--- config.mk ---
export PLATFORM = sky130hd
export DESIGN_NAME = blit_pixel_combiner
export DESIGN_NICKNAME = d
export VERILOG_FILES = /design/src/rtl/bpc_pkg.sv /design/src/rtl/bpc_decode.sv /design/src/rtl/bpc_weight_mul.sv /design/src/rtl/bpc_div255.sv /design/src/rtl/blit_pixel_combiner.sv
export SDC_FILE = /design/constraint.sdc
export NUM_CORES = 1
export LEC_CHECK = 0
export BUFFER_PORTS_ARGS = -buffer_cell sky130_fd_sc_hd__buf_2
export CORE_UTILIZATION = 48
export CTS_BUF_LIST = sky130_fd_sc_hd__clkbuf_4 sky130_fd_sc_hd__clkbuf_8 sky130_fd_sc_hd__clkbuf_16
export CTS_CLUSTER_SIZE = 12
export DETAILED_ROUTE_END_ITERATION = 12
export GPL_TIMING_DRIVEN = 1
export HOLD_SLACK_MARGIN = 0.06
export PLACE_DENSITY = 0.65
export SYNTH_ARGS = -nofsm -noshare
export SYNTH_HDL_FRONTEND = slang
export SYNTH_SLANG_ARGS = --single-unit
--- constraint.sdc ---
create_clock -name clk -period 13.05 [get_ports clk]
set_input_delay 2.61 -clock clk [delete_from_list [all_inputs] [get_ports clk]]
set_output_delay 2.61 -clock clk [all_outputs]
set_load 0.005 [all_outputs]
--- src/rtl/bpc_pkg.sv ---
// bpc_pkg: types and constants shared by the pixel combiner pipeline
// no dependencies; imported by every module of the block

package bpc_pkg;

    localparam int PIXEL_W = 32;
    localparam int CHAN_W  = 8;
    localparam int SUM_W   = 16;
    localparam int NUM_CHAN = 3;

    localparam logic [1:0] MODE_COPY    = 2'd0;
    localparam logic [1:0] MODE_ALPHA   = 2'd1;
    localparam logic [1:0] MODE_KEY     = 2'd2;
    localparam logic [1:0] MODE_DIFFUSE = 2'd3;

    localparam logic [CHAN_W-1:0]  CHAN_MAX    = 8'hff;
    localparam logic [PIXEL_W-1:0] OPAQUE_MASK = 32'hff00_0000;

    // decoded item after the first stage
    typedef struct packed {
        logic               we;
        logic               blend;
        logic [CHAN_W-1:0]  weight;
        logic [PIXEL_W-1:0] pixel;
        logic [PIXEL_W-1:0] dst;
        logic [PIXEL_W-1:0] src;
    } dec_t;

    // weighted channel sums after the second stage
    typedef struct packed {
        logic                            we;
        logic                            blend;
        logic [PIXEL_W-1:0]              pixel;
        logic [NUM_CHAN-1:0][SUM_W-1:0]  sum;
    } mul_t;

    // finished item
    typedef struct packed {
        logic               we;
        logic [PIXEL_W-1:0] pixel;
    } res_t;

endpackage

--- src/rtl/bpc_decode.sv ---
// bpc_decode: first pipeline stage, mode decode and operand selection
// depends on bpc_pkg

module bpc_decode (
    input  logic                        clk,
    input  logic                        rst_n,
    input  logic                        in_valid,
    output logic                        in_ready,
    input  logic [1:0]                  req_type,
    input  logic [bpc_pkg::PIXEL_W-1:0] source_pixel,
    input  logic [bpc_pkg::PIXEL_W-1:0] dest_pixel,
    input  logic [bpc_pkg::PIXEL_W-1:0] ref_color,
    output logic                        dec_valid,
    input  logic                        dec_ready,
    output bpc_pkg::dec_t               dec
);
    import bpc_pkg::*;

    logic  valid_reg;
    dec_t  dec_reg;
    dec_t  dec_next;

    always_comb
    begin
        dec_next        = '0;
        dec_next.dst    = dest_pixel;
        dec_next.src    = source_pixel;
        dec_next.pixel  = dest_pixel;
        dec_next.we     = 1'b0;
        dec_next.blend  = 1'b0;
        dec_next.weight = '0;
        case (req_type)
            MODE_COPY:
            begin
                dec_next.we    = 1'b1;
                dec_next.pixel = source_pixel;
            end
            MODE_ALPHA:
            begin
                if (source_pixel != '0)
                begin
                    dec_next.we = 1'b1;
                    if ((source_pixel & OPAQUE_MASK) == OPAQUE_MASK)
                    begin
                        dec_next.pixel = source_pixel;
                    end
                    else
                    begin
                        dec_next.blend  = 1'b1;
                        dec_next.weight = source_pixel[31:24];
                    end
                end
            end
            MODE_KEY:
            begin
                if (source_pixel != ref_color)
                begin
                    dec_next.we    = 1'b1;
                    dec_next.pixel = source_pixel;
                end
            end
            MODE_DIFFUSE:
            begin
                dec_next.src = ref_color;
                if (source_pixel[7:0] != '0)
                begin
                    dec_next.we = 1'b1;
                    if (source_pixel[7:0] == CHAN_MAX)
                    begin
                        dec_next.pixel = ref_color;
                    end
                    else
                    begin
                        dec_next.blend  = 1'b1;
                        dec_next.weight = source_pixel[7:0];
                    end
                end
            end
            default:
            begin
                dec_next.we = 1'b0;
            end
        endcase
    end

    assign in_ready = !valid_reg || dec_ready;

    always_ff @(posedge clk or negedge rst_n)
    begin
        if (!rst_n)
        begin
            valid_reg <= 1'b0;
        end
        else if (in_ready)
        begin
            valid_reg <= in_valid;
        end
    end

    always_ff @(posedge clk)
    begin
        if (in_ready && in_valid)
        begin
            dec_reg <= dec_next;
        end
    end

    assign dec_valid = valid_reg;
    assign dec       = dec_reg;

endmodule

--- src/rtl/bpc_weight_mul.sv ---
// bpc_weight_mul: second pipeline stage, per-channel weighted sums
// depends on bpc_pkg

module bpc_weight_mul (
    input  logic          clk,
    input  logic          rst_n,
    input  logic          dec_valid,
    output logic          dec_ready,
    input  bpc_pkg::dec_t dec,
    output logic          mul_valid,
    input  logic          mul_ready,
    output bpc_pkg::mul_t mul
);
    import bpc_pkg::*;

    logic  valid_reg;
    mul_t  mul_reg;
    mul_t  mul_next;
    logic [CHAN_W-1:0] inv_w;

    // 255 - w is the bitwise complement of an 8-bit weight
    assign inv_w = ~dec.weight;

    always_comb
    begin
        mul_next.we    = dec.we;
        mul_next.blend = dec.blend;
        mul_next.pixel = dec.pixel;
        for (int c = 0; c < NUM_CHAN; c++)
        begin
            mul_next.sum[c] = SUM_W'(dec.dst[c*CHAN_W +: CHAN_W]) * SUM_W'(inv_w)
                            + SUM_W'(dec.src[c*CHAN_W +: CHAN_W]) * SUM_W'(dec.weight);
        end
        // destination alpha is kept on a blend
        if (dec.blend)
        begin
            mul_next.pixel = dec.dst;
        end
    end

    assign dec_ready = !valid_reg || mul_ready;

    always_ff @(posedge clk or negedge rst_n)
    begin
        if (!rst_n)
        begin
            valid_reg <= 1'b0;
        end
        else if (dec_ready)
        begin
            valid_reg <= dec_valid;
        end
    end

    always_ff @(posedge clk)
    begin
        if (dec_ready && dec_valid)
        begin
            mul_reg <= mul_next;
        end
    end

    assign mul_valid = valid_reg;
    assign mul       = mul_reg;

endmodule

--- src/rtl/bpc_div255.sv ---
// bpc_div255: third pipeline stage, division of the channel sums by 255
// and assembly of the output pixel; depends on bpc_pkg

module bpc_div255 (
    input  logic          clk,
    input  logic          rst_n,
    input  logic          mul_valid,
    output logic          mul_ready,
    input  bpc_pkg::mul_t mul,
    output logic          res_valid,
    input  logic          res_ready,
    output bpc_pkg::res_t res
);
    import bpc_pkg::*;

    logic  valid_reg;
    res_t  res_reg;
    res_t  res_next;
    logic [SUM_W:0] q_sum [NUM_CHAN];

    // x / 255 == (x + (x >> 8) + 1) >> 8 for every sum up to 255 * 255
    always_comb
    begin
        res_next.we    = mul.we;
        res_next.pixel = mul.pixel;
        for (int c = 0; c < NUM_CHAN; c++)
        begin
            q_sum[c] = (SUM_W+1)'(mul.sum[c]) + (SUM_W+1)'(mul.sum[c] >> CHAN_W)
                     + (SUM_W+1)'(1);
            if (mul.blend)
            begin
                res_next.pixel[c*CHAN_W +: CHAN_W] = q_sum[c][SUM_W-1:CHAN_W];
            end
        end
    end

    assign mul_ready = !valid_reg || res_ready;

    always_ff @(posedge clk or negedge rst_n)
    begin
        if (!rst_n)
        begin
            valid_reg <= 1'b0;
        end
        else if (mul_ready)
        begin
            valid_reg <= mul_valid;
        end
    end

    always_ff @(posedge clk)
    begin
        if (mul_ready && mul_valid)
        begin
            res_reg <= res_next;
        end
    end

    assign res_valid = valid_reg;
    assign res       = res_reg;

endmodule

--- src/rtl/blit_pixel_combiner.sv ---
// blit_pixel_combiner: top level of the ARGB8888 pixel combiner
// depends on bpc_pkg, bpc_decode, bpc_weight_mul, bpc_div255
//
// usage:
//   an item (req_type, source_pixel, dest_pixel) is taken on in_valid and
//   in_ready; the result (write_enable, result_pixel) is offered on
//   out_valid and taken on out_ready. reference_color is loaded through
//   cfg_wr_en / cfg_wr_data and must only change while no item is in flight.
//   out_valid rises once the item has passed the decode, multiply and divide
//   registers in turn; one item per clock is sustained while out_ready is
//   high, set by the three register stages (decode, 8x8 weight multiplies,
//   divide by 255) each advancing every cycle.
//   every stage holds its own valid bit, so a stalled output lets the
//   earlier stages keep filling; in_ready drops only when all three stages
//   hold items and out_ready is low. nothing is lost or repeated on a stall.
//   reset empties the pipeline and clears reference_color to zero.

module blit_pixel_combiner (
    input  logic                        clk,
    input  logic                        rst_n,
    input  logic                        in_valid,
    output logic                        in_ready,
    input  logic [1:0]                  req_type,
    input  logic [bpc_pkg::PIXEL_W-1:0] source_pixel,
    input  logic [bpc_pkg::PIXEL_W-1:0] dest_pixel,
    output logic                        out_valid,
    input  logic                        out_ready,
    output logic                        write_enable,
    output logic [bpc_pkg::PIXEL_W-1:0] result_pixel,
    input  logic                        cfg_wr_en,
    input  logic [bpc_pkg::PIXEL_W-1:0] cfg_wr_data
);
    import bpc_pkg::*;

    logic [PIXEL_W-1:0] ref_color_reg;
    logic               dec_valid;
    logic               dec_ready;
    dec_t               dec;
    logic               mul_valid;
    logic               mul_ready;
    mul_t               mul;
    res_t               res;

    always_ff @(posedge clk or negedge rst_n)
    begin
        if (!rst_n)
        begin
            ref_color_reg <= '0;
        end
        else if (cfg_wr_en)
        begin
            ref_color_reg <= cfg_wr_data;
        end
    end

    bpc_decode u_decode (
        .clk          (clk),
        .rst_n        (rst_n),
        .in_valid     (in_valid),
        .in_ready     (in_ready),
        .req_type     (req_type),
        .source_pixel (source_pixel),
        .dest_pixel   (dest_pixel),
        .ref_color    (ref_color_reg),
        .dec_valid    (dec_valid),
        .dec_ready    (dec_ready),
        .dec          (dec)
    );

    bpc_weight_mul u_mul (
        .clk       (clk),
        .rst_n     (rst_n),
        .dec_valid (dec_valid),
        .dec_ready (dec_ready),
        .dec       (dec),
        .mul_valid (mul_valid),
        .mul_ready (mul_ready),
        .mul       (mul)
    );

    bpc_div255 u_div (
        .clk       (clk),
        .rst_n     (rst_n),
        .mul_valid (mul_valid),
        .mul_ready (mul_ready),
        .mul       (mul),
        .res_valid (out_valid),
        .res_ready (out_ready),
        .res       (res)
    );

    assign write_enable = res.we;
    assign result_pixel = res.pixel;

endmodule

; After elaboration in Yosys (flattened, before gate mapping)
; Index checks and enable logic that the tools add are counted.
[totals]
reg_bits = 248
latchBits = 0
mem_bits_rw = 0
rom_bits = 0
in_bits = 103
out_inout_bits = 35
memories = 0
[op_classes]
n_addsub = 9
mul = 6
div_mod_pow = 0
n_lt_le_gt_ge = 0
n_eq_ne = 6
shift = 0
n_mux = 16
bitwise_logic = 1
reduce_logical = 12
[ops]
columns = operator, count
row1 = $mux W32, 4
row2 = $pmux W32 S4, 1
row3 = $mul A8 B8 Y16, 6
row4 = $mux W42, 2
row5 = $add A16 B1 Y16 const B, 3
row6 = $add A16 B16 Y16, 3
row7 = $add A16 B8 Y16, 3
row8 = $ne A32 B32 Y1, 1
row9 = $reduce_bool A32 Y1, 1
row10 = $mux W24, 1
row11 = $mux W8, 3
row12 = $mux W9, 2
row13 = $pmux W9 S2, 1
row14 = $eq A8 B8 Y1 const B, 2
row15 = $not A8 Y8, 1
row16 = $reduce_bool A8 Y1, 1
row17 = $eq A2 B2 Y1 const B, 2
row18 = $pmux W1 S4, 1
row19 = $logic_and A1 B1 Y1, 3
row20 = $logic_not A1 Y1, 3
row21 = $logic_or A1 B1 Y1, 3
row22 = $eq A2 B1 Y1 const B, 1
row23 = $logic_not A2 Y1, 1
row24 = $mux W1, 1

; Longest topological paths before layout
; Gate-level depths: netlist of run 1.
[logic_depth]
ltp_word = 5
depth_mapped = 22
mapped_depth_nobuf = 20

; By module
; From an unflattened synthesis of run 1, not the netlist that was laid out.
[hier_totals]
cells_unflattened = 2448
hier_area_um2 = 25884.8
[modules_own_cells]
columns = module, n_inst, cells_each, area_each_um2, seq_area_each_um2
row1 = bpc_weight_mul, 1, 1612, 16139.2, 2487.4
row2 = bpc_decode, 1, 544, 6157.2, 3208.1
row3 = bpc_div255, 1, 224, 2243.4, 1016.0
row4 = blit_pixel_combiner, 1, 68, 1345.0, 800.8

; Worst setup path before layout of run 1
; Ideal clock, no wire load.
[synth_path]
path_type = input -> register
startpoint = in out_ready
endpoint = reg u_decode.dec_reg, in the netlist u_decode.dec[0] (enable)
setup_time_ns = 0.468
arrival_time_ns = 5.077
path_slack_ns = 7.504
path_stages = 3
path_buffers = 0
cell_sequence = nor2b_1 > nand3_1 > and2_1
[synth_between]
elab_chain_cells = 4
[synth_lines]
columns = element, line
row1 = from (decl), blit_pixel_combiner.sv:27  ; input logic out_ready,
row2 = $logic_or A1 B1 Y1, bpc_div255.sv:37  ; assign mul_ready = !valid_reg || res_ready;
row3 = $logic_or A1 B1 Y1, bpc_weight_mul.sv:41  ; assign dec_ready = !valid_reg || mul_ready;
row4 = $logic_or A1 B1 Y1, bpc_decode.sv:86  ; assign in_ready = !valid_reg || dec_ready;
row5 = via in_ready, blit_pixel_combiner.sv:22  ; output logic in_ready,
row6 = $logic_and A1 B1 Y1, bpc_decode.sv:102  ; if (in_ready && in_valid)
row7 = to (signal assigned), bpc_decode.sv:104  ; dec_reg <= dec_next;
row8 = to (decl), bpc_decode.sv:20  ; dec_t dec_reg;
; The timed path passes the listed nets, and every way through them passes these cells.
; A chain may end at the register's enable or synchronous reset.

==> results of run 1 <==
## stage by stage
stage / area (um^2) / utilization / setup slack (ns) / power [mW]
2_1_floorplan: 25080 / - / 7.504 / 5.530
5_1_grt: 27310 / 0.5301 / 6.882 / 8.279
3_3_place_gp: 26380 / 0.5121 / 7.347 / 6.504
4_1_cts: 27300 / 0.5301 / 7.213 / 7.479
6_report: 27310 / 0.5303 / 7.185 / 7.432
3_5_place_dp: 26380 / 0.5121 / 7.257 / 6.643
## how the worst max path moves through the flow
stage | to | depth (start not counted)
detailed placement | u_mul.mul[46]$_DFFE_PP_ | 17
global route | u_mul.mul[46]$_DFFE_PP_ | 17
global placement | in_ready | 4
finish | u_mul.mul[46]$_DFFE_PP_ | 17
floorplan | u_decode.dec[0]$_DFFE_PP_ | 3
CTS | u_mul.mul[46]$_DFFE_PP_ | 16
## critical path, delay by kind of cell, from the launching register on
family	cells	cell delay (ns)
AOI/OAI and AO/OA	3	0.85
xor gates and xnor gates	1	0.12
adders and majority gates	7	3.35
and+or+nand+nor	2	0.44
buffers and inverters	4	0.43
DFF	1	0.35
## synthesized netlist by cell type (12+ instances only)
cell type / n
inv_1: 411
fa_1: 288
edfxtp_1: 213
ha_1: 207
and2_1: 155
nor2b_1: 116
nand2_1: 96
nand2b_1: 87
xnor2_1: 75
clkbuf_1: 65
mux2_2: 61
nor2_1: 56
a21oi_1: 42
mux2_1: 41
mux2i_1: 40
dfrtp_1: 35
a31oi_1: 25
o21ai_0: 25
a211oi_1: 22
o21ai_1: 21
a21o_1: 18
nand4_1: 17
a221oi_1: 16
buf_2: 14
xor2_1: 13
nand3_1: 12
o21bai_1: 12
o31ai_1: 12
## layer usage
layer  GRT usage  vias to the layer above  routed length [um]  share of wire
li1            -                     7856                   -              -
met1      0.3240                     8646               27240           0.46
met2      0.3707                      444               27540           0.46
met3     0.03767                       74                3410          0.057
met4     0.05733                        6                1331          0.022
met5           0                        -                  43        0.00072
## cell type report
cell class	instances	area [um^2]	area share
Antenna cell	4	10.01	0.0003665
Clock buffer	41	833.3	0.03051
Clock inverter	15	93.84	0.003435
Inverter	411	1543	0.05648
Multi-Input combinational cell	1579	15890	0.5818
Sequential cell	248	7272	0.2662
Tap cell	680	850.8	0.03115
Timing Repair Buffer	155	820.8	0.03005
## logic make-up (layout without fill, tap and decap cells)
kind of cell	count (synthesis)	after routing
AO/OA/AOI/OAI	254	254
XOR/XNOR	88	88
adder cells (fa/ha/maj)	495	495
buffers and inverters	501	622
flip-flops	248	248
multiplexers	142	142
other	1	7
AND/OR/NAND/NOR	597	597
## power by group
part / internal (mW) / leakage (nW) / switching, mW
registers: 1.32 / 2.46 / 0.135
logic: 2.29 / 9.27 / 2.90
clock network: 0.448 / 0.468 / 0.341
==> summary.txt, run 1 <==
Timing
  – Final Skew: between 0.015 and 0.02 ns
  – Fin. max-slew vios: 0
  – Hold slack: 0.4174 ns
  – Relative slew slack: 0.1333
  – Fin crit share: 0.4494
  – Actual slew at the worst max-slew pin: 1.291 ns
  – Setup TNS: 0 ns
  – Final Critical Period: 5.865 ns
  – Setup violations, final: 0
  – Endpoints failing hold: 0
  – RSZ-0062 raised after global routing: no
  – Fmax: 0.1705 GHz

Drt
  – Drt first pass iters: 5
  – WL/cell: 19.01 um
  – Drt via density: 5.434
  – Routed WL: 59.56 mm
  – Drc violations: 0
  – Number of routed nets with antenna violations: 0
  – Routed via count: 17,030
  – DRT iter0 DRCs: 940

Die
  – Die height: about 230 um
  – I/O pin cnt: 138
  – Die width: 230.6 um
  – Starting Density: 0.4868
  – Core area: 0.05151 mm^2
  – Die area: 0.05316 mm^2
  – Row count: 83

Clocking
  – CTS tree: built
  – Total CTS buffers: 30
  – Clock tree buffer depth: 3
  – Clk slew on worst S/H paths: 0.06 ns
  – Gates resized, CTS repair: 0
  – CTS sink count: ~250
  – Clk Latency, worst-skew pair: 0.58 ns
  – # Post-CTS Setup Buffers: 0
  – Hold-fix buffers, CTS: 0
  – CTS Root Cell: clkbuf_16
  – H-tree levels: 1

Worst setup path
  – R2R depth: 17
  – Setup crit end kind: flip-flop
  – Crit path top cell by count: fa_1
  – CP startpoint: u_decode.dec[100]$_DFFE_PP_
  – Max Fanout on Critical Path: 48
  – Worst endpoint required time: approximately 13 ns
  – CP Class: reg -> reg
  – R2r setup slk: ~7 ns
  – Worst path arrival time: 6.18 ns
  – Critical path's largest stage delay: 0.58 ns
  – Crit path cell chain: buf_4 > nand2b_1 > fa_1 > inv_1 > fa_1 > inv_1 > fa_1 > fa_1 > fa_1 > fa_1 > inv_1 > ha_1 > a21oi_1 > nand2b_1 > o31ai_1 > o41ai_1 > xnor2_1
  – Worst r2r src: u_decode.dec[100]$_DFFE_PP_
  – R2R Path End: u_mul.mul[46]$_DFFE_PP_
  – Slowest-stage cell, CP: fa_1
  – Crit path launch type: flip-flop

Synthesis
  – #FFs+latches synth: about 250
  – Simple-Gate Fraction of Synth Area: 0.1377
  – Top post-synthesis cells by area: edfxtp_1, fa_1, ha_1
  – Synth cell types: 67
  – Mapped Cells: about 2,300
  – Ys async rst share: 0.1411
  – Largest family of logic cells by synthesized area: adder cells
  – Synth Area in Adders: 0.3332
  – Sequential-to-total area share from yosys stat: 0.2900
  – Synth Area in XOR/XNOR: 0.03074
  – Compound-Gate Fraction of Synth Area: 0.06946
  – Most used DFF post-synth: edfxtp_1
  – Mux cell area share after synthesis: 0.06178
  – Top-area cell type share of the netlist area: 0.2551
  – Post-synth EDFFs: 213
  – Mapped Area: 0.02507 mm^2
  – Largest area contributor in the netlist: edfxtp_1
  – Yosys warnings: 0
  – Synthesized area per cell: 10.78 um^2

Worst hold path
  – Min-delay src: u_mul.mul[79]$_DFFE_PP_
  – Hold Path Depth: 0
  – Hold Path Class: reg -> reg
  – Min-Delay Endpoint: u_div.res[31]$_DFFE_PP_

Global route
  – Overflow after GRT: 0
  – GRT Util Overall: 0.2302
  – Vias in the first global route: 17,650
  – Largest net degree at the start of global routing: 60
  – First-pass GRT wire length: approximately 96 mm
  – Initial antenna violation count: 11

Power
  – Peak supply drop: ~0.38 mV
  – Static leakage: approximately 12 nW
  – Power Density: ~270 mW/mm^2

Final layout
  – Filler Cells Inserted: 4,630
  – Area growth syn-to-layout: 8.937%
  – Final nets: 3,023
  – Commonest cells after routing, fill and taps aside: inv_1, fa_1, edfxtp_1
  – Share of cells above drive strength 1: 0.1180
  – Post-route insts no fill: roughly 3,100
  – Most common cell after layout, fill and taps aside: inv_1
  – Max FFs per register: 98

Status
  – Status: complete, no violations

Placement
  – Detailed placement HPWL: between 40 and 50 mm
  – GPL Wtd Cong: 0.9091
  – I/O Buffers: 137
  – Placed Cells: 3,073

Run
  – Max Cap Viol: 0
Note: power is estimated with default switching activity, not from simulation.
==> run 2: changes to the inputs <==
clock period = 5.45 ns   (was 13.05 ns; I/O delays follow)
==> summary.txt, run 2 (synthesis results as in run 1) <==
Status
  – Status: complete, but fails checks
  – Failing checks: negative setup slack

Power
  – Peak supply drop: 0.8066 mV (+110%)
  – Total chip power: 21.28 mW (+190%)
  – Static leakage: 12.93 nW (+6.0%)
  – Power Density: 737.7 mW/mm^2 (+170%)

Drt
  – Routed WL: 62.36 mm (+4.7%)
  – Drt first pass iters: 5 (unchanged)
  – Drc violations: 0 (unchanged)
  – Drt via density: 5.377 (-1.1%)
  – WL/cell: 19.24 um (+1.2%)
  – Number of routed nets with antenna violations: 0 (unchanged)
  – Routed via count: 17,430 (+2.4%)
  – DRT iter0 DRCs: 1,000 (+6.4%)

Clocking
  – H-tree levels: 1 (unchanged)
  – Hold-fix buffers, CTS: 0 (unchanged)
  – Clk slew on worst S/H paths: 0.06 ns (about the same)
  – Total CTS buffers: 30 (unchanged)
  – Clock tree buffer depth: 3 (unchanged)
  – CTS sink count: 248 (unchanged)
  – CTS tree: built
  – CTS Root Cell: clkbuf_16
  – Clk Latency, worst-skew pair: 0.58 ns (about the same)

Worst setup path
  – Crit path top cell by count: fa_1
  – Worst endpoint required time: 5.78 ns (-7.59 ns)
  – Crit path cell chain: buf_4 > clkbuf_16 > and2_1 > fa_1 > inv_1 > fa_1 > inv_1 > fa_1 > fa_1 > fa_1 > inv_1 > fa_1 > inv_1 > ha_1 > buf_4 > nand4_1 > o31ai_2 > a21oi_1 > xnor2_1
  – Critical path's largest stage delay: 0.53 ns (-0.05 ns)
  – Setup crit end kind: flip-flop
  – CP Class: reg -> reg
  – Max Fanout on Critical Path: 11 (-77%)
  – Worst path arrival time: 5.83 ns (-0.35 ns)
  – Slowest-stage cell, CP: fa_1
  – Crit path launch type: flip-flop
  – R2R depth: 19 (+2)

Timing
  – Fin crit share: 1.009 (+0.5594)
  – Setup TNS: -0.04806 ns (-0.04806 ns)
  – PnR worst setup slack: -0.04806 ns (-7.233 ns)
  – Setup violations, final: 1 (+1)
  – Final Critical Period: 5.498 ns (-0.3668 ns)
  – Fmax: 0.1819 GHz (+6.7%)
  – Fin. max-slew vios: 0 (unchanged)
  – Relative slew slack: 0.2371 (+0.1038)
  – Final Skew: 0.01610 ns (+0.0006351 ns)
  – RSZ-0062 raised after global routing: yes
  – Hold slack: 0.4175 ns (+0.00008400 ns)
  – Actual slew at the worst max-slew pin: 1.144 ns (-0.1471 ns)
  – Endpoints failing hold: 0 (unchanged)

Global route
  – Vias in the first global route: 18,180 (+3.0%)
  – GR Layer Usage met1: 0.3323 (+0.008326)
  – First-pass GRT wire length: 98.82 mm (+2.5%)
  – GRT Util Overall: 0.2369 (+0.006687)
  – Busiest grt layer: met2
  – Overflow after GRT: 0 (unchanged)
  – Grt met3 use: 0.04854 (+0.01087)
  – Initial antenna violation count: 7 (-4)
  – Largest net degree at the start of global routing: 64 (+6.7%)
  – Met2 Use GR: 0.3753 (+0.004612)

Run
  – Max Cap Viol: 0 (unchanged)

Die
  – Starting Density: 0.4868 (unchanged)
  – Die height: 230.6 um (unchanged)
  – I/O pin cnt: 138 (unchanged)
  – Row count: 83 (unchanged)
  – Die area: 0.05316 mm^2 (unchanged)
  – Die width: 230.6 um (unchanged)
  – Core area: 0.05151 mm^2 (unchanged)

Final layout
  – Most common cell after layout, fill and taps aside: inv_1
  – Multi-input logic area: 0.01629 mm^2 (+2.5%)
  – Max FFs per register: 98 (unchanged)
  – Area growth syn-to-layout: 15.06%
  – Share of cells above drive strength 1: 0.1879 (+0.06988)
  – Post-layout util: 0.5601 (+0.02980)
  – Post-route insts no fill: 3,241 (+3.4%)
  – Final nets: 3,134 (+3.7%)
  – Filler Cells Inserted: 4,456 (-3.8%)
  – Commonest cells after routing, fill and taps aside: inv_1, fa_1, edfxtp_1
  – Fin area: 0.02885 mm^2 (+5.6%)
  – FF+latch area: 0.007272 mm^2 (unchanged)

Placement
  – GPL Wtd Cong: 0.8807 (-3.1%)
  – Placed Cells: 3,162 (+2.9%)
  – Cell Area, Placed: 0.02718 mm^2 (+3.1%)
  – Detailed placement HPWL: 47.59 mm (+6.1%)
  – I/O Buffers: 137 (unchanged)
  – Pre-CTS WS: -0.04086 ns (-7.297 ns)

Worst hold path
  – Hold Path Class: reg -> reg
  – Hold Path Depth: 0 (unchanged)
## run 2: changes by cell type in the layout (fill, tap and decap cells not counted), sizes merged
cell,previous run,this run
clkbuf,41,50
bufinv,0,1
inv,413,412
clkinv,12,8
diode,4,1
buf,155,262
clkinvlp,1,0
## run 2: worst paths after layout
kind | startpoint | endpoint | slack [ns]
worst max-delay path | u_decode.dec[101]$_DFFE_PP_ | u_mul.mul[14]$_DFFE_PP_ | -0.05
worst min-delay path | u_mul.mul[76]$_DFFE_PP_ | u_div.res[28]$_DFFE_PP_ | 0.42
worst max register to register | u_decode.dec[101]$_DFFE_PP_ | u_mul.mul[14]$_DFFE_PP_ | -0.05
worst min register to register | u_mul.mul[76]$_DFFE_PP_ | u_div.res[28]$_DFFE_PP_ | 0.42
max in group asynchronous | rst_n | ref_color_reg[15]$_DFFE_PN0P_ | 4.30
min in group asynchronous | rst_n | ref_color_reg[10]$_DFFE_PN0P_ | 0.61
## run 2: power by group
part | total (mW) | internal, mW | leakage [nW] | switching [mW]
clock | 2.00 | 1.18 | 0.499 | 0.817
sequential | 3.47 | 3.15 | 2.46 | 0.318
combinational | 15.8 | 7.66 | 9.97 | 8.16
## run 2: layout make-up
class	instances	share of cell area
Sequential cell	248	0.2521
Multi-Input combinational cell	1579	0.5646
Clock buffer	46	0.03123
Antenna cell	1	0.00008674
Timing Repair Buffer	266	0.06631
Clock inverter	10	0.002732
Inverter	411	0.05347
Tap cell	680	0.02949
## run 2: per-layer routing
| layer | vias to the layer above | part of all wire |
|---|---|---|
| met4 | 4 | 0.023 |
| met2 | 530 | 0.46 |
| li1 | 8051 | - |
| met5 | - | 0.00045 |
| met1 | 8750 | 0.45 |
| met3 | 92 | 0.073 |
## run 2: timing repair
| action | in CTS | in global routing |
|---|---|---|
| endpoints found under the setup margin | 9 | 17 |
| pin swaps | 7 | 64 |
| gates cloned | 1 | 4 |
| setup buffers | 2 | 14 |
| gates resized for setup | 11 | 94 |
## run 2: critical path, delay by kind of cell (launching register included)
kind / cells / cell delay (ns)
xor gates and xnor gates: 1 / 0.14
DFF: 1 / 0.43
buffers and inverters: 7 / 0.68
AOI/OAI and AO/OA: 2 / 0.40
adders and majority gates: 7 / 3.20
and+or+nand+nor: 2 / 0.39
==> run 3: changes to the inputs <==
CORE_MARGIN = 5   (was unset)
MAX_ROUTING_LAYER = met4   (was unset)
clock period = 6.34 ns   (was 5.45 ns; I/O delays follow)
==> summary.txt, run 3 (synthesis results as in run 1) <==
Clocking
  – Clock tree buffer depth: 3 (unchanged)
  – Gates resized, CTS repair: 0 (-11)
  – Clk Latency, worst-skew pair: 0.58 ns (about the same)
  – CTS tree: built
  – CTS Root Cell: clkbuf_16
  – Total CTS buffers: 29 (-3.3%)
  – Hold-fix buffers, CTS: 0 (unchanged)
  – H-tree levels: 1 (unchanged)
  – Clk slew on worst S/H paths: 0.06 ns (about the same)
  – CTS sink count: 248 (unchanged)

Global route
  – Initial antenna violation count: 8 (+1)
  – Busiest grt layer: met2
  – Grt met3 use: 0.03888 (-0.009664)
  – First-pass GRT wire length: 98.39 mm (-0.43%)
  – Vias in the first global route: 18,330 (+0.80%)
  – Met2 Use GR: 0.3454 (-0.02992)
  – GRT Util Overall: 0.2206 (-0.01627)
  – Overflow after GRT: 0 (unchanged)
  – Largest net degree at the start of global routing: 64 (unchanged)
  – GR Layer Usage met1: 0.3042 (-0.02816)

Worst setup path
  – Max Fanout on Critical Path: 13 (+2)
  – CP Class: reg -> reg
  – Crit path launch type: flip-flop
  – Worst endpoint required time: 6.64 ns (+0.86 ns)
  – Worst path arrival time: 6.34 ns (+0.51 ns)
  – Setup crit end kind: flip-flop

Final layout
  – Filler Cells Inserted: 4,612 (+3.5%)
  – Commonest cells after routing, fill and taps aside: inv_1, fa_1, edfxtp_1
  – Most common cell after layout, fill and taps aside: inv_1
  – Max FFs per register: 98 (unchanged)
  – Multi-input logic area: 0.01589 mm^2 (-2.4%)
  – FF+latch area: 0.007272 mm^2 (unchanged)
  – Post-layout util: 0.5322 (-0.02789)
  – Post-route insts no fill: 3,136 (-3.2%)
  – Fin area: 0.02741 mm^2 (-5.0%)
  – Area growth syn-to-layout: 9.331%
  – Share of cells above drive strength 1: 0.1180 (-0.06993)
  – Final nets: 3,026 (-3.4%)

Die
  – Core area: 0.05151 mm^2 (unchanged)
  – I/O pin cnt: 138 (unchanged)
  – Die area: 0.05691 mm^2 (+7.1%)
  – Die height: 238.6 um (+3.5%)
  – Row count: 83 (unchanged)
  – Die width: 238.6 um (+3.5%)
  – Starting Density: 0.4868 (unchanged)

Timing
  – Final Skew: 0.02695 ns (+0.01085 ns)
  – Hold slack: 0.4187 ns (+0.001182 ns)
  – Fin crit share: 0.9523 (-0.05656)
  – PnR worst setup slack: 0.3027 ns (+0.3507 ns)
  – Fmax: 0.1656 GHz (-8.9%)
  – Actual slew at the worst max-slew pin: 1.120 ns (-0.02466 ns)
  – Final Critical Period: 6.037 ns (+0.5393 ns)
  – Setup TNS: 0 ns (+0.04806 ns)
  – Relative slew slack: 0.2536 (+0.01644)
  – Fin. max-slew vios: 0 (unchanged)
  – Endpoints failing hold: 0 (unchanged)
  – Setup violations, final: 0 (-1)
  – RSZ-0062 raised after global routing: no

Power
  – Static leakage: 12.22 nW (-5.5%)
  – Total chip power: 15.42 mW (-28%)
  – Power Density: 562.6 mW/mm^2 (-24%)
  – Peak supply drop: 0.6533 mV (-19%)

Placement
  – Pre-CTS WS: 0.2716 ns (+0.3125 ns)
  – I/O Buffers: 137 (unchanged)
  – Placed Cells: 3,076 (-2.7%)
  – GPL Wtd Cong: 0.8948 (+1.6%)
  – Detailed placement HPWL: 46.16 mm (-3.0%)
  – Cell Area, Placed: 0.02648 mm^2 (-2.6%)

Status
  – Status: complete, no violations

Drt
  – WL/cell: 19.22 um (-0.11%)
  – DRT iter0 DRCs: 1,155 (+16%)
  – Drc violations: 0 (unchanged)
  – Routed WL: 60.28 mm (-3.3%)
  – Drt via density: 5.444 (+1.2%)
  – Drt first pass iters: 5 (unchanged)
  – Routed via count: 17,070 (-2.0%)
  – Number of routed nets with antenna violations: 0 (unchanged)

Run
  – Max Cap Viol: 0 (unchanged)

Worst hold path
  – Hold Path Class: reg -> reg
run 3: cell count changes in the layout (fill, tap and decap cells not counted), moves of 9 or more:
cell	change
fa_1	+10
buf_4	-91
ha_1	+13
a21oi_2	-9
o21ai_0	+9
a21oi_1	+11
fa_2	-10
run 3: critical path: stages, from the launching register on:
cell      delay [ns]
edfxtp_1        0.68
buf_4           0.32
nand2b_1        0.19
fa_1            0.54
inv_1           0.05
fa_1            0.47
inv_1           0.06
fa_1            0.48
fa_1            0.57
fa_1            0.44
fa_1            0.49
inv_1           0.04
ha_1            0.35
a21oi_1         0.37
nand2b_1        0.16
o31ai_1         0.09
o41ai_1         0.33
xnor2_1         0.11
run 3: repair_timing:
action                                  in CTS  in global routing
setup buffers                                0                  1
endpoints found under the hold margin        0                  0
endpoints found under the setup margin       0                  1
run 3: metal layers:
layer / routed length [um] / part of all wire
met2: 27920 / 0.46
met1: 26880 / 0.45
met4: 1457 / 0.024
met3: 4019 / 0.067
met5: 0 / 0
run 3: area by class of cell:
class                           instances  area share
Tap cell                              680     0.03104
Sequential cell                       248      0.2653
Timing Repair Buffer                  159     0.03377
Clock buffer                           34     0.02784
Clock inverter                         19    0.005568
Antenna cell                            6   0.0005477
Inverter                              411     0.05628
Multi-Input combinational cell       1579      0.5797
run 3: path summary, 6_finish.rpt:
check | start | to | slack [ns] | cells after the start
max | u_decode.dec[100]$_DFFE_PP_ | u_mul.mul[46]$_DFFE_PP_ | 0.30 | 17
min | u_mul.mul[76]$_DFFE_PP_ | u_div.res[28]$_DFFE_PP_ | 0.42 | 0
max reg2reg | u_decode.dec[100]$_DFFE_PP_ | u_mul.mul[46]$_DFFE_PP_ | 0.30 | 17
min reg2reg | u_mul.mul[76]$_DFFE_PP_ | u_div.res[28]$_DFFE_PP_ | 0.42 | 0
max in group asynchronous | rst_n | ref_color_reg[16]$_DFFE_PN0P_ | 4.97 | 1
min in group asynchronous | rst_n | ref_color_reg[5]$_DFFE_PN0P_ | 0.81 | 1
run 3: power by group:
| group | switching [mW] | internal [mW] |
|---|---|---|
| clock network | 0.698 | 0.938 |
| registers | 0.295 | 2.71 |
| logic | 6.02 | 4.76 |
